## src/sv/sfcp_pkg.sv

```systemverilog
// Shared constants and the CRC-16/MODBUS byte update for the scope frame packer.
`default_nettype none

package sfcp_pkg;

    localparam logic [15:0] CRC_INIT = 16'hFFFF;
    localparam logic [15:0] CRC_POLY = 16'hA001;

    // One byte of CRC-16/MODBUS, LSB first, reflected polynomial.
    function automatic logic [15:0] crc_byte(input logic [15:0] crc_in, input logic [7:0] b);
        logic [15:0] c;
        c = crc_in ^ {8'h00, b};
        for (int k = 0; k < 8; k++) begin
            if (c[0]) begin
                c = {1'b0, c[15:1]} ^ CRC_POLY;
            end else begin
                c = {1'b0, c[15:1]};
            end
        end
        return c;
    endfunction

endpackage

`default_nettype wire

```

## src/sv/sfcp_crc_pipe.sv

```systemverilog
// CRC pipeline: one register stage per sample byte, each folding its byte into the CRC.
`default_nettype none

module sfcp_crc_pipe
    import sfcp_pkg::*;
#(
    parameter int CHANNELS = 4
) (
    input  wire logic                    i_clk,
    input  wire logic                    i_rst_n,
    input  wire logic                    i_valid,
    output logic                         o_ready,
    input  wire logic [16*CHANNELS-1:0]  i_data,
    output logic                         o_valid,
    input  wire logic                    i_ready,
    output logic [16*CHANNELS-1:0]       o_data,
    output logic [15:0]                  o_crc
);

    localparam int NSTG = 2 * CHANNELS;
    localparam int DW   = 16 * CHANNELS;

    logic [DW-1:0] r_data [NSTG];
    logic [15:0]   r_crc  [NSTG];
    logic          r_vld  [NSTG];
    logic          stg_rdy [NSTG+1];

    assign stg_rdy[NSTG] = i_ready;

    for (genvar k = 0; k < NSTG; k++) begin : g_stage
        logic [DW-1:0] in_data;
        logic [15:0]   in_crc;
        logic          in_vld;
        logic [15:0]   n_crc;

        if (k == 0) begin : g_first
            assign in_data = i_data;
            assign in_crc  = CRC_INIT;
            assign in_vld  = i_valid;
        end else begin : g_next
            assign in_data = r_data[k-1];
            assign in_crc  = r_crc[k-1];
            assign in_vld  = r_vld[k-1];
        end

        assign stg_rdy[k] = !r_vld[k] || stg_rdy[k+1];
        assign n_crc      = crc_byte(in_crc, in_data[8*k +: 8]);

        always_ff @(posedge i_clk) begin
            if (!i_rst_n) begin
                r_vld[k] <= 1'b0;
            end else if (stg_rdy[k]) begin
                r_vld[k] <= in_vld;
            end
            if (stg_rdy[k] && in_vld) begin
                r_data[k] <= in_data;
                r_crc[k]  <= n_crc;
            end
        end
    end

    assign o_ready = stg_rdy[0];
    assign o_valid = r_vld[NSTG-1];
    assign o_data  = r_data[NSTG-1];
    assign o_crc   = r_crc[NSTG-1];

endmodule

`default_nettype wire

```

## src/sv/scope_frame_crc16_packer_core.sv

```systemverilog
// Top level: sample frame packer with CRC-16/MODBUS trailer and byte-wide output stream.
// Path: each input transaction passes through the CRC pipeline stages, then the
// serializer, then the output register, from which its frame leaves byte by byte.
// Throughput: the pipeline can accept new sample sets while a frame is still sent;
// the one-byte output port carries one byte per cycle back to back unless stalled.
// Reset: i_rst_n is synchronous and active low; it empties every pipeline stage,
// the serializer and the output register. No state is kept between frames.
`default_nettype none

module scope_frame_crc16_packer_core
    import sfcp_pkg::*;
#(
    parameter int CHANNELS = 4
) (
    input  wire logic                    i_clk,
    input  wire logic                    i_rst_n,
    // Input stream: one transaction is one set of channel samples.
    input  wire logic                    i_s_axis_tvalid,
    output logic                         o_s_axis_tready,
    // tdata: sample_0 [15:0], sample_1 [31:16], ... one 16-bit sample per channel.
    input  wire logic [16*CHANNELS-1:0]  i_s_axis_tdata,
    // Output stream: one transaction is one frame byte.
    output logic                         o_m_axis_tvalid,
    input  wire logic                    i_m_axis_tready,
    // tdata: frame_byte [7:0].
    output logic [7:0]                   o_m_axis_tdata,
    // tlast: frame_end, set on the CRC high byte.
    output logic                         o_m_axis_tlast
);

    localparam int DW        = 16 * CHANNELS;
    localparam int FRAME_LEN = 2 * CHANNELS + 2;
    localparam int FW        = 8 * FRAME_LEN;
    localparam int LEFT_W    = $clog2(FRAME_LEN + 1);

    // The CRC pipeline runs one stage per sample byte. Its last stage holds the
    // finished frame until the serializer can take it, and earlier stages keep
    // accepting new samples while they have room.
    logic          pipe_valid;
    logic          pipe_ready;
    logic [DW-1:0] pipe_data;
    logic [15:0]   pipe_crc;

    sfcp_crc_pipe #(
        .CHANNELS (CHANNELS)
    ) u_crc_pipe (
        .i_clk   (i_clk),
        .i_rst_n (i_rst_n),
        .i_valid (i_s_axis_tvalid),
        .o_ready (o_s_axis_tready),
        .i_data  (i_s_axis_tdata),
        .o_valid (pipe_valid),
        .i_ready (pipe_ready),
        .o_data  (pipe_data),
        .o_crc   (pipe_crc)
    );

    // Serializer: a shift register holding the whole frame, lowest byte first,
    // and a count of bytes still to be sent.
    logic [FW-1:0]     r_frame;
    logic [LEFT_W-1:0] r_left;
    logic              r_busy;

    // Output register: separates the serializer from the downstream ready.
    logic              r_out_valid;
    logic [7:0]        r_out_byte;
    logic              r_out_last;

    logic out_adv;
    logic take_byte;
    logic last_byte;
    logic load;

    assign out_adv    = !r_out_valid || i_m_axis_tready;
    assign take_byte  = r_busy && out_adv;
    assign last_byte  = (r_left == LEFT_W'(1));
    // A new frame loads when the serializer is empty, or in the same cycle that
    // its final byte moves into the output register, so frames run back to back.
    assign pipe_ready = !r_busy || (take_byte && last_byte);
    assign load       = pipe_valid && pipe_ready;

    always_ff @(posedge i_clk) begin
        if (!i_rst_n) begin
            r_busy      <= 1'b0;
            r_left      <= '0;
            r_out_valid <= 1'b0;
        end else begin
            if (take_byte) begin
                r_out_valid <= 1'b1;
            end else if (out_adv) begin
                r_out_valid <= 1'b0;
            end

            if (load) begin
                r_busy <= 1'b1;
                r_left <= LEFT_W'(FRAME_LEN);
            end else if (take_byte) begin
                r_busy <= !last_byte;
                r_left <= r_left - LEFT_W'(1);
            end
        end
    end

    always_ff @(posedge i_clk) begin
        if (take_byte) begin
            r_out_byte <= r_frame[7:0];
            r_out_last <= last_byte;
        end
        if (load) begin
            // CRC goes after the samples, low byte first.
            r_frame <= {pipe_crc, pipe_data};
        end else if (take_byte) begin
            r_frame <= {8'h00, r_frame[FW-1:8]};
        end
    end

    assign o_m_axis_tvalid = r_out_valid;
    assign o_m_axis_tdata  = r_out_byte;
    assign o_m_axis_tlast  = r_out_last;

endmodule

`default_nettype wire

```

## config.mk

```make
export PLATFORM = sky130hd
export DESIGN_NAME = scope_frame_crc16_packer_core
export DESIGN_NICKNAME = d
export VERILOG_FILES = /design/src/sv/sfcp_pkg.sv /design/src/sv/sfcp_crc_pipe.sv /design/src/sv/scope_frame_crc16_packer_core.sv
export SDC_FILE = /design/constraint.sdc
export NUM_CORES = 1
export LEC_CHECK = 0
export CORE_MARGIN = 3
export CORE_UTILIZATION = 45
export CTS_CLUSTER_SIZE = 25
export DETAILED_ROUTE_END_ITERATION = 16
export DONT_BUFFER_PORTS = 1
export GPL_ROUTABILITY_DRIVEN = 0
export PLACE_DENSITY_LB_ADDON = 0.1
export SLEW_MARGIN = 20
export SYNTH_ARGS = -nofsm -noshare
export SYNTH_HDL_FRONTEND = slang
export SYNTH_SLANG_ARGS = --single-unit
export TNS_END_PERCENT = 30
```

## constraint.sdc

```tcl
create_clock -name i_clk -period 7.4 [get_ports i_clk]
set_input_delay 0.37 -clock i_clk [delete_from_list [all_inputs] [get_ports i_clk]]
set_output_delay 0.37 -clock i_clk [all_outputs]
set_load 0.005 [all_outputs]
```

-- Word level (Yosys, flattened, before mapping)
Memory sizes are Yosys's and may differ from the RTL's.
Cells that the tools add are included.
- register bits after elaboration: 95
- bits in latches: 0
- memory bits (writable): 648
- memory bits (read-only): 0
- memories: 3
- memory list (name ; depth ; bits a word ; read ports ; clocked after memory_dff ; write ports ; line ; source):
    u_crc_pipe.r_data ; 8 ; 64 ; 8 ; 0 ; 8 ; sfcp_crc_pipe.sv:23 ; logic [DW-1:0] r_data [NSTG];
    u_crc_pipe.r_crc ; 8 ; 16 ; 8 ; 0 ; 8 ; sfcp_crc_pipe.sv:24 ; logic [15:0] r_crc [NSTG];
    u_crc_pipe.r_vld ; 8 ; 1 ; 8 ; 0 ; 8 ; sfcp_crc_pipe.sv:25 ; logic r_vld [NSTG];
- $add $sub $neg: 1
- multipliers: 0
- div/mod/pow operators: 0
- $lt $le $gt $ge: 0
- equality and inequality tests: 1
- shift-type cells: 0
- multiplexer cells: 121
- bitwise gates (word level): 81
- reduce and logical (&&, ||, !) cells: 35
- operator list (kind ; count):
    $mux 16 ; 64
    $not 2->3 ; 64
    $mux 80 ; 2
    $xor 16x8->16 ; 7
    $mux 1 ; 53
    $not 8->16 ; 1
    $logic_and 1x1->1 ; 11
    $logic_not 1->1 ; 11
    $logic_or 1x1->1 ; 10
    $mux 4 ; 2
    $or 1x1->1 ; 8
    $eq 4x1->1 const B ; 1
    $reduce_bool 2->1 ; 2
    $sub 4x1->4 const B ; 1
    $reduce_or 2->1 ; 1
    $not 1->1 ; 1

-- Longest topological paths before layout
Gate-level depths: netlist of run 1.
An unclocked memory read counts as a cell.
- depth after elaboration: 18
- depth in mapped cells: 8
- gate-level depth less buffers: 6

-- By module
From an unflattened synthesis of run 1, not the netlist that was laid out.
- cell total of the unflattened synthesis: 1053
- area total of the unflattened synthesis: 25385.6 um^2
- modules (own cells, without submodules) (module ; times used ; cells an instance ; area each (um^2) ; seq. area each (um^2)):
    sfcp_crc_pipe ; 1 ; 834 ; 21126.5 ; 19268.5
    scope_frame_crc16_packer_core ; 1 ; 219 ; 4259.1 ; 2792.7

-- Least setup slack after synthesis of run 1
Ideal clock, no wire load.
- kind: register to register
- from: register r_left[1]
- to: memory u_crc_pipe.r_vld[2][0], in the netlist u_crc_pipe.r_vld[0][2] (data pin)
- setup time: 0.164 ns
- arrival: 5.426 ns
- path slack: 1.810 ns
- stages on the path, launching flop included: 7
- path buffers: 0
- period minus slack after synthesis: 5.590 ns
- cell sequence: dfxtp_1 > inv_1 > ha_1 > nor3b_2 > a211oi_1 > a31oi_1 > and2_1
- RTL lines (item ; line ; source):
    from (decl) ; scope_frame_crc16_packer_core.sv:61 ; logic [LEFT_W-1:0] r_left;
    from (signal assigned) ; scope_frame_crc16_packer_core.sv:96 ; r_left <= LEFT_W'(FRAME_LEN);
    from (signal assigned) ; scope_frame_crc16_packer_core.sv:99 ; r_left <= r_left - LEFT_W'(1);
    to (decl) ; sfcp_crc_pipe.sv:25 ;

==> out/metrics.cfg, run 1 <==
[status]
outcome=completed

[pwr]
p_leak_uw=0.00928
power.share.clock_pct=40.9
p_seq_share_pct=55.9
switchingPower_uw=1610
power_switching_share_pct=19.0
totalPowerFinal_uw=8460
internal_power_uw=6850
power_density_nw_per_um2=292
p_comb_share_pct=3.2
ir_drop_uv=170

[run]
max_cap_violations=0

[sta]
fmax_mhz=303
finClkSkew_ns=0.0140
finalHoldViolations=0
slew_viol_final=0
fin_crit_sh_pct=44.5
min_period_ns=3.30
timing.hold.ws_ns=0.0629
grt_setup_unrepaired=no
setup_viol=0
worstMarginPinSlew_ns=1.04
slew_headroom_pct=30.8
final.setup.tns_ns=0

[synth]
synth_edf_count=730
synthFlopType=edfxtp_1
netlist_top_cells_area=edfxtp_1 (88%), xnor2_1 (3.3%), mux2_2 (3.2%), xor2_1 (1.6%), dfxtp_1 (0.56%)
syn_area_per_cell_um2=23.9
ys.warnings.count=0
synthTopCellsByCount=edfxtp_1 (730), xnor2_1 (94), mux2_2 (72)
ys_seq_area_share_pct=88.3
ys_ff_latch=737
syn_area_um2=25000
async_flop_share_pct=0
synth.most_common_cell=edfxtp_1
yosys.area.top_type_share_pct=87.7
yosys.cell_types.count=32
synth_cells=1047
synthesis.nets=1117
yosysTopAreaCell=edfxtp_1

[floorplan]
core-area_um2=54300
fp-row-count=85
initial_core_util_pct=46.0
ios=79
fp.dieH_um=242
die_w_um=242
design.die.area_um2=58400

[global_routing]
grt-busiest-layer=met2
grt_max_degree=82
use_met2_pct=18.9
met1_usage_pct=17.8
grt_usage_pct=12.5
grt_antenna_before_repair=0
grt_pass1_wl_um=56300
use_met3_pct=2.84
overflow=0
grt_pass1_vias=9829

[cts]
cts.path.max_buffers=3
cts_root_buf=clkbuf_16
clock-sinks=737
path_clk_slew_ns=0.06
clk_latency_ns=0.58
cts-htree-levels=3
numCtsBuffers=76
cts_tree=yes

[detailed_routing]
first_pass_iters=5
antenna_left=0
wire_per_inst_um=17.8
routed_wl_um=35300
via_per_inst=4.59
vias=9119
drtIter0Drc=683
route.detailed.drc=0

[critical_path]
cp_max_fo=53
regToRegSetupSlack_ns=4.10
critical_path_class=reg2reg
end_kind=register
arrival_ns=3.50
cp.required_ns=7.60
startpoint_type=register

[final_layout]
layout-drive-gt1-share_pct=16.4
antenna_cells=0
fin_nets=1262
area_growth_pct=15.8
final_util_pct=53.3

[hold_path]
hp-class=in2reg

[placed_design]
io_buffers=0
dpl.hpwl_um=21800

[placed cells by master (no fill, tap or decap), drive strengths merged, types with 9 or more instances in the layout]
master | Yosys | layout
mux2 | 72 | 72
xnor3 | 9 | 9
xor2 | 49 | 49
and2 | 17 | 17
clkinv | 0 | 29
xnor2 | 97 | 97
clkbuf | 2 | 98
dlygate4sd3 | 0 | 66
edfxtp | 730 | 730
buf | 9 | 12
[path summary, 6_finish.rpt]
check | cells after the start | endpoint | start
worst min-delay path | 1 | u_crc_pipe.r_crc[0][9] | i_s_axis_tdata[2]
worst max register to register | 8 | u_crc_pipe.r_data[0][255] | r_left[1]
worst min register to register | 0 | u_crc_pipe.r_data[1][202] | u_crc_pipe.r_data[1][138]
worst max-delay path | 8 | u_crc_pipe.r_data[0][255] | r_left[1]
[flip-flops by register name (all words and copies together) (netlist names)]
name	cells
u_crc_pipe.r_data	512
o_m_axis_tlast	1
o_m_axis_tdata	8
r_frame	80
r_busy	1
u_crc_pipe.r_crc	122
r_left	4
u_crc_pipe.r_vld	8
o_m_axis_tvalid	1
[worst max-delay path, cell delays in order, from the launching register on]
cell and delay [ns]:
dfxtp_1 0.32, inv_1 0.08, ha_1 0.15, nor3b_2 0.36, a211oi_1 0.14, buf_4 0.19
and2_0 0.28, nor2b_4 0.69, buf_4 0.66
[cell type report]
cell class / instances / area (um^2)
clock buffers: 98 / 2050
clock inverters: 35 / 224
fillers: 4182 / 25400
inverters: 5 / 18.8
multi-input cells: 294 / 2910
flip-flops and latches: 737 / 22100
well taps: 739 / 925
repair buffers: 78 / 771
[stage by stage]
stage | area, um^2 | std cells | setup slack, ns
final | 29000 | 1986 | 4.10
after global routing | 29000 | 1986 | 3.84
after CTS | 28900 | 1985 | 4.04
after detailed placement | 26000 | 1786 | 4.06
after global placement | 26000 | 1786 | 4.17
after floorplan | 25000 | 1047 | 1.81
[cell families (layout without fill, tap and decap cells)]
logic type                 after synthesis  count (layout)  share of synthesized area [%]
and+or+nand+nor                         50              50                           1.18
xor gates and xnor gates               160             160                           6.58
muxes                                   72              72                           3.24
buffers and inverters                   16             216                          0.355
adders and majority gates                2               2                          0.100
AOI/OAI and AO/OA                       10              10                          0.290
DFF                                    737             737                           88.3
[per-layer routing]
metal | part of all wire (%) | vias to the layer above
li1 | - | 4360
met4 | 1.9 | 0
met2 | 46 | 141
met3 | 4.2 | 59
met1 | 48 | 4559
met5 | 0 | -
[power groups by stage]
stage | logic, uW | clock network [uW] | registers, uW
CTS | 272 | 3590 | 4730
global placement | 238 | 0 | 4820
global route | 293 | 3760 | 4740
finish | 267 | 3460 | 4730
detailed placement | 241 | 0 | 4820
floorplan | 195 | 0 | 4810
[timing repair]
item	in CTS	in global routing
setup endpoints to repair	0	0
resized for setup	0	0
endpoints found under the hold margin	88	0
setup buffers	0	0
hold buffers	66	0
No activity file was read; power rests on OpenSTA's default activity.
==> run 2, diff against run 1 <==
clock period = 3.1 ns   (was 7.4 ns; I/O delays follow)
==> out/metrics.cfg, run 2 (same netlist as run 1, synthesis figures left out) <==
[cts]
cts_tree=yes  ; unchanged
cts.path.max_buffers=3  ; unchanged
cts_root_buf=clkbuf_16  ; unchanged
numCtsBuffers=74  ; was 76
post_cts_resize_count=0  ; unchanged
cts-htree-levels=3  ; unchanged
clk_latency_ns=0.59  ; was 0.58 ns
path_clk_slew_ns=0.06  ; about the same
clock-sinks=737  ; unchanged
cts_setup_buffers=0  ; unchanged

[placed_design]
pre_cts_slack_ns=0.590  ; was 4.06 ns
dpl.hpwl_um=22900  ; was 21,800 um
io_buffers=0  ; unchanged
placed_cells=1815  ; was 1,786

[hold_path]
hp-start=i_m_axis_tready  ; was i_s_axis_tdata[2]
hp-class=in2reg  ; unchanged
holdPathEnd=o_m_axis_tvalid  ; was u_crc_pipe.r_crc[0][9]
whs_path_depth=2  ; was 1

[global_routing]
grt_usage_pct=12.4  ; was 12.5%
overflow=0  ; unchanged
grt_max_degree=81  ; was 82
grt_antenna_before_repair=0  ; unchanged
grt_pass1_vias=9718  ; was 9,829
grt_pass1_wl_um=56300  ; about the same

[sta]
finClkSkew_ns=0.0179  ; was 0.0140 ns
finalHoldViolations=0  ; unchanged
grt_setup_unrepaired=no  ; unchanged
timing.hold.ws_ns=0.0674  ; was 0.0629 ns
slew_headroom_pct=33.3  ; was 30.8%
setup_viol=0  ; unchanged
min_period_ns=2.55  ; was 3.30 ns
worstMarginPinSlew_ns=1.00  ; was 1.04 ns
fin_ws_ns=0.546  ; was 4.10 ns
fin_crit_sh_pct=82.4  ; was 44.5%
slew_viol_final=0  ; unchanged
fmax_mhz=392  ; was 303 MHz

[final_layout]
layout-drive-gt1-share_pct=18.2  ; was 16.4%
final_common_cell=edfxtp_1  ; unchanged
fin_nets=1288  ; was 1,262
fin_cells=2008  ; was 1,986
layout_common_cells=edfxtp_1 (730), xnor2_1 (94), clkbuf_16 (77)  ; was edfxtp_1 (730), xnor2_1 (94), clkbuf_16 (79)
largest_reg_flops=512  ; unchanged
antenna_cells=0  ; unchanged
reg_top3=u_crc_pipe.r_data: 512 flops, u_crc_pipe.r_crc: 122 flops, r_frame: 80 flops  ; unchanged
top_register=u_crc_pipe.r_data  ; unchanged
area_growth_pct=17.1  ; was 15.8%

[critical_path]
critical_path_class=reg2reg  ; unchanged
reg2reg_depth=7  ; was 8
arrival_ns=2.83  ; was 3.50 ns
end_kind=register  ; unchanged
regToRegSetupSlack_ns=0.55  ; was 4.10 ns
critPathSlowestCell=a31oi_4  ; was nor2b_4
rr_startpoint=r_left[1]  ; unchanged
cp_max_fo=34  ; was 53
path_cells=inv_1 -> ha_1 -> nor3b_2 -> a211oi_1 -> buf_4 -> a31oi_4 -> buf_12  ; was inv_1 -> ha_1 -> nor3b_2 -> a211oi_1 -> buf_4 -> and2_0 -> nor2b_4 -> buf_4
max_stage_delay_ns=0.60  ; was 0.69 ns
cp.required_ns=3.37  ; was 7.60 ns
r2r_end=u_crc_pipe.r_data[0][168]  ; was u_crc_pipe.r_data[0][255]
startpoint_type=register  ; unchanged

[pwr]
totalPowerFinal_uw=20200  ; was 8460 uW
ir_drop_uv=454  ; was 170 uV
power_density_nw_per_um2=689  ; was 292 nW/um^2
p_leak_uw=0.00946  ; was 0.00928 uW

[floorplan]
core-area_um2=54300  ; unchanged
design.die.area_um2=58400  ; unchanged
ios=79  ; unchanged
fp-row-count=85  ; unchanged
initial_core_util_pct=46.0  ; unchanged
fp.dieH_um=242  ; unchanged
die_w_um=242  ; unchanged

[run]
max_cap_violations=0  ; unchanged

[detailed_routing]
via_per_inst=4.48  ; was 4.59
drtIter0Drc=546  ; was 683
first_pass_iters=4  ; was 5
vias=8995  ; was 9,119
antenna_left=0  ; unchanged
route.detailed.drc=0  ; unchanged
wire_per_inst_um=17.4  ; was 17.8 um
routed_wl_um=35000  ; was 35,300 um

[status]
outcome=completed  ; unchanged

-- run 2: cell types whose count changed in the layout (fill, tap and decap cells not counted), sizes merged --
cell      previous run  this run
clkinv              29        26
bufinv               2         3
clkbuf              98        95
inv                  6         7
clkinvlp             3         1
buf                 12        40
-- run 2: layer usage --
layer / up-vias / global-route usage [%] / part of all wire (%)
li1: 4411 / - / -
met1: 4367 / 18.6 / 49
met2: 162 / 17.9 / 44
met3: 55 / 2.79 / 4.1
met4: 0 / 4.76 / 2.3
met5: - / 0 / 0
-- run 2: how the worst max path moves through the flow --
stage	from	to	slack [ns]	cells after the start
finish	r_left[1]	u_crc_pipe.r_data[0][168]	0.55	7
global route	r_left[1]	u_crc_pipe.r_crc[1][29]	0.32	6
CTS	r_left[1]	u_crc_pipe.r_data[0][168]	0.55	7
detailed placement	r_left[1]	u_crc_pipe.r_data[0][184]	0.59	7
global placement	r_left[1]	u_crc_pipe.r_data[0][191]	0.64	7
floorplan	o_m_axis_tvalid	r_frame[0]	-0.49	4
-- run 2: what timing repair did --
item	4_1_cts	5_1_grt
hold buffers	66	0
setup endpoints to repair	0	0
endpoints found under the hold margin	95	0
-- run 2: layout make-up --
| class | count | area, um^2 |
|---|---|---|
| multi-input combinational | 294 | 2910 |
| sequential | 737 | 22100 |
| fill | 4170 | 25100 |
| tap | 739 | 925 |
| timing repair buffer | 106 | 1110 |
| clock inverter | 32 | 228 |
| clock buffer | 95 | 2010 |
| inverter | 5 | 18.8 |
-- run 2: report_power, final --
| part | total (uW) | switching [uW] | leakage, uW | internal [uW] |
|---|---|---|---|---|
| clock network | 8220 | 3400 | 0.00110 | 4810 |
| logic | 656 | 309 | 0.00160 | 347 |
| registers | 11300 | 92.6 | 0.00676 | 11200 |
| total | 20200 | 3800 | 0.00946 | 16400 |
-- run 2: stage by stage --
step           setup TNS [ns]  cell area, um^2  util (%)
6_report                    0            29300      53.9
3_3_place_gp                0            26400      48.5
4_1_cts                     0            29300      53.9
5_1_grt                     0            29300      53.9
3_5_place_dp                0            26400      48.5
2_1_floorplan         -145.19            25000         -
-- run 2: critical path: cells and delay by family, from the launching register on --
kind	cells	cell delay [ns]
DFF	1	0.32
adders and majority gates	1	0.13
AOI/OAI and AO/OA	2	0.80
buffers and inverters	3	0.57
and+or+nand+nor	1	0.37
==> run 3, diff against run 2 <==
clock period = 2.4 ns   (was 3.1 ns; I/O delays follow)
==> out/metrics.cfg, run 3 (same netlist as run 1, synthesis figures left out) <==
[critical_path]
cp_max_fo=10  ; was 34
critPathSlowestCell=nor2b_4  ; was a31oi_4
arrival_ns=2.56  ; was 2.83 ns
cp.required_ns=2.73  ; was 3.37 ns
startpoint_type=register  ; unchanged
max_stage_delay_ns=0.36  ; was 0.60 ns
path_delay_family=simple AND/OR/NAND/NOR gates  ; was compound AO/OA/AOI/OAI gates
reg2reg_depth=7  ; unchanged
crit_buf_inv=2  ; was 3
r2r_end=r_frame[21]  ; was u_crc_pipe.r_data[0][168]
critical_path_class=reg2reg  ; unchanged
path_cells=inv_2 -> ha_4 -> nor3b_4 -> a21oi_2 -> nor2b_4 -> buf_4 -> mux2_2  ; was inv_1 -> ha_1 -> nor3b_2 -> a211oi_1 -> buf_4 -> a31oi_4 -> buf_12
regToRegSetupSlack_ns=0.17  ; was 0.55 ns
end_kind=register  ; unchanged
rr_startpoint=r_left[1]  ; unchanged

[global_routing]
grt_pass1_vias=9759  ; was 9,718
grt_antenna_before_repair=0  ; unchanged
overflow=0  ; unchanged
grt_usage_pct=12.6  ; was 12.4%
use_met2_pct=18.2  ; was 17.9%
grt_max_degree=46  ; was 81
grt_pass1_wl_um=56800  ; was 56,300 um
grt-busiest-layer=met1  ; unchanged
met1_usage_pct=18.7  ; was 18.6%
use_met3_pct=3.00  ; was 2.79%

[cts]
post_cts_resize_count=0  ; unchanged
numCtsBuffers=75  ; was 74
cts_root_buf=clkbuf_16  ; unchanged
cts.path.max_buffers=3  ; unchanged
holdBufCountCts=66  ; unchanged
path_clk_slew_ns=0.06  ; about the same
clk_latency_ns=0.59  ; about the same
clock-sinks=737  ; unchanged
cts_tree=yes  ; unchanged
cts_setup_buffers=0  ; unchanged
cts-htree-levels=3  ; unchanged

[sta]
finalHoldViolations=0  ; unchanged
slew_viol_final=0  ; unchanged
finClkSkew_ns=0.0168  ; was 0.0179 ns
fin_crit_sh_pct=92.9  ; was 82.4%
fmax_mhz=449  ; was 392 MHz
min_period_ns=2.23  ; was 2.55 ns
grt_setup_unrepaired=no  ; unchanged
setup_viol=0  ; unchanged
slew_headroom_pct=56.9  ; was 33.3%
worstMarginPinSlew_ns=0.643  ; was 1.00 ns
final.setup.tns_ns=0  ; unchanged

[hold_path]
whs_path_depth=3  ; was 2
hp-class=in2reg  ; unchanged
holdPathEnd=o_m_axis_tvalid  ; unchanged
hp-start=i_m_axis_tready  ; unchanged

[detailed_routing]
drtIter0Drc=637  ; was 546
via_per_inst=4.51  ; was 4.48
route.detailed.drc=0  ; unchanged
vias=9212  ; was 8,995
first_pass_iters=4  ; unchanged
routed_wl_um=35400  ; was 35,000 um
wire_per_inst_um=17.3  ; was 17.4 um
antenna_left=0  ; unchanged

[final_layout]
layout_common_cells=edfxtp_1 (730), xnor2_1 (94), clkbuf_16 (79)  ; was edfxtp_1 (730), xnor2_1 (94), clkbuf_16 (77)
final_common_cell=edfxtp_1  ; unchanged
top_register=u_crc_pipe.r_data  ; unchanged
antenna_cells=0  ; unchanged
area_growth_pct=18.9  ; was 17.1%
fin_nets=1316  ; was 1,288
reg_top3=u_crc_pipe.r_data: 512 flops, u_crc_pipe.r_crc: 122 flops, r_frame: 80 flops  ; unchanged
layout-drive-gt1-share_pct=21.0  ; was 18.2%
largest_reg_flops=512  ; unchanged
fin_area_um2=29700  ; was 29,300 um^2

[floorplan]
ios=79  ; unchanged
fp.dieH_um=242  ; unchanged
fp-row-count=85  ; unchanged
initial_core_util_pct=46.0  ; unchanged
core-area_um2=54300  ; unchanged
die_w_um=242  ; unchanged
design.die.area_um2=58400  ; unchanged

[pwr]
p_leak_uw=0.00970  ; was 0.00946 uW
ir_drop_uv=674  ; was 454 uV
power_density_nw_per_um2=900  ; was 689 nW/um^2

[placed_design]
io_buffers=0  ; unchanged
dpl_cell_area_um2=26600  ; was 26,400 um^2
dpl.hpwl_um=23400  ; was 22,900 um

[status]
outcome=completed  ; unchanged

[run]
max_cap_violations=0  ; unchanged

run 3: final cells by class:
class                      instances  area (um^2)
clock buffer                      95         2040
clock inverter                    38          394
fill                            4075        24600
inverter                           5         18.8
multi-input combinational        294         2940
sequential                       737        22100
tap                              739          925
timing repair buffer             133         1350
run 3: worst register-to-register path, cell delays in order, from the launching register on:
cell and delay, ns:
dfxtp_2 0.33, inv_2 0.07, ha_4 0.12, nor3b_4 0.32, a21oi_2 0.17, nor2b_4 0.36, buf_4 0.26, mux2_2 0.35
run 3: metrics by stage:
stage                     setup WS, ns  hold slack [ns]  utilization [%]  total power, uW  cells
after CTS                        0.129           0.0907             54.7            27100   2041
final                            0.171            0.129             54.7            26800   2041
after detailed placement         0.149            0.219             49.0            15600   1842
after floorplan                 -0.379            0.219                -            15400   1047
after global placement           0.185            0.219             49.0            15600   1842
after global routing            0.0500            0.103             54.7            27800   2041
run 3: worst max path at each step:
stage                     startpoint                      end  slack [ns]  cells past startpoint
final                      r_left[1]              r_frame[21]        0.17                      7
after floorplan            r_left[1]  u_crc_pipe.r_crc[0][32]       -0.38                      5
after global placement     r_left[1]              r_frame[30]        0.18                      7
after detailed placement   r_left[1]              r_frame[21]        0.15                      7
after global routing       r_left[1]              r_frame[18]        0.05                      7
after CTS                  r_left[1]              r_frame[21]        0.13                      7
run 3: where the power goes:
part / internal (uW) / switching [uW]
sequential: 14500 / 120
combinational: 459 / 395
clock: 6780 / 4550
run 3: routing by layer:
layer	wire length (um)	up-vias
li1	-	4471
met1	17200	4504
met2	15900	163
met3	1290	74
met4	955	0
met5	0	-
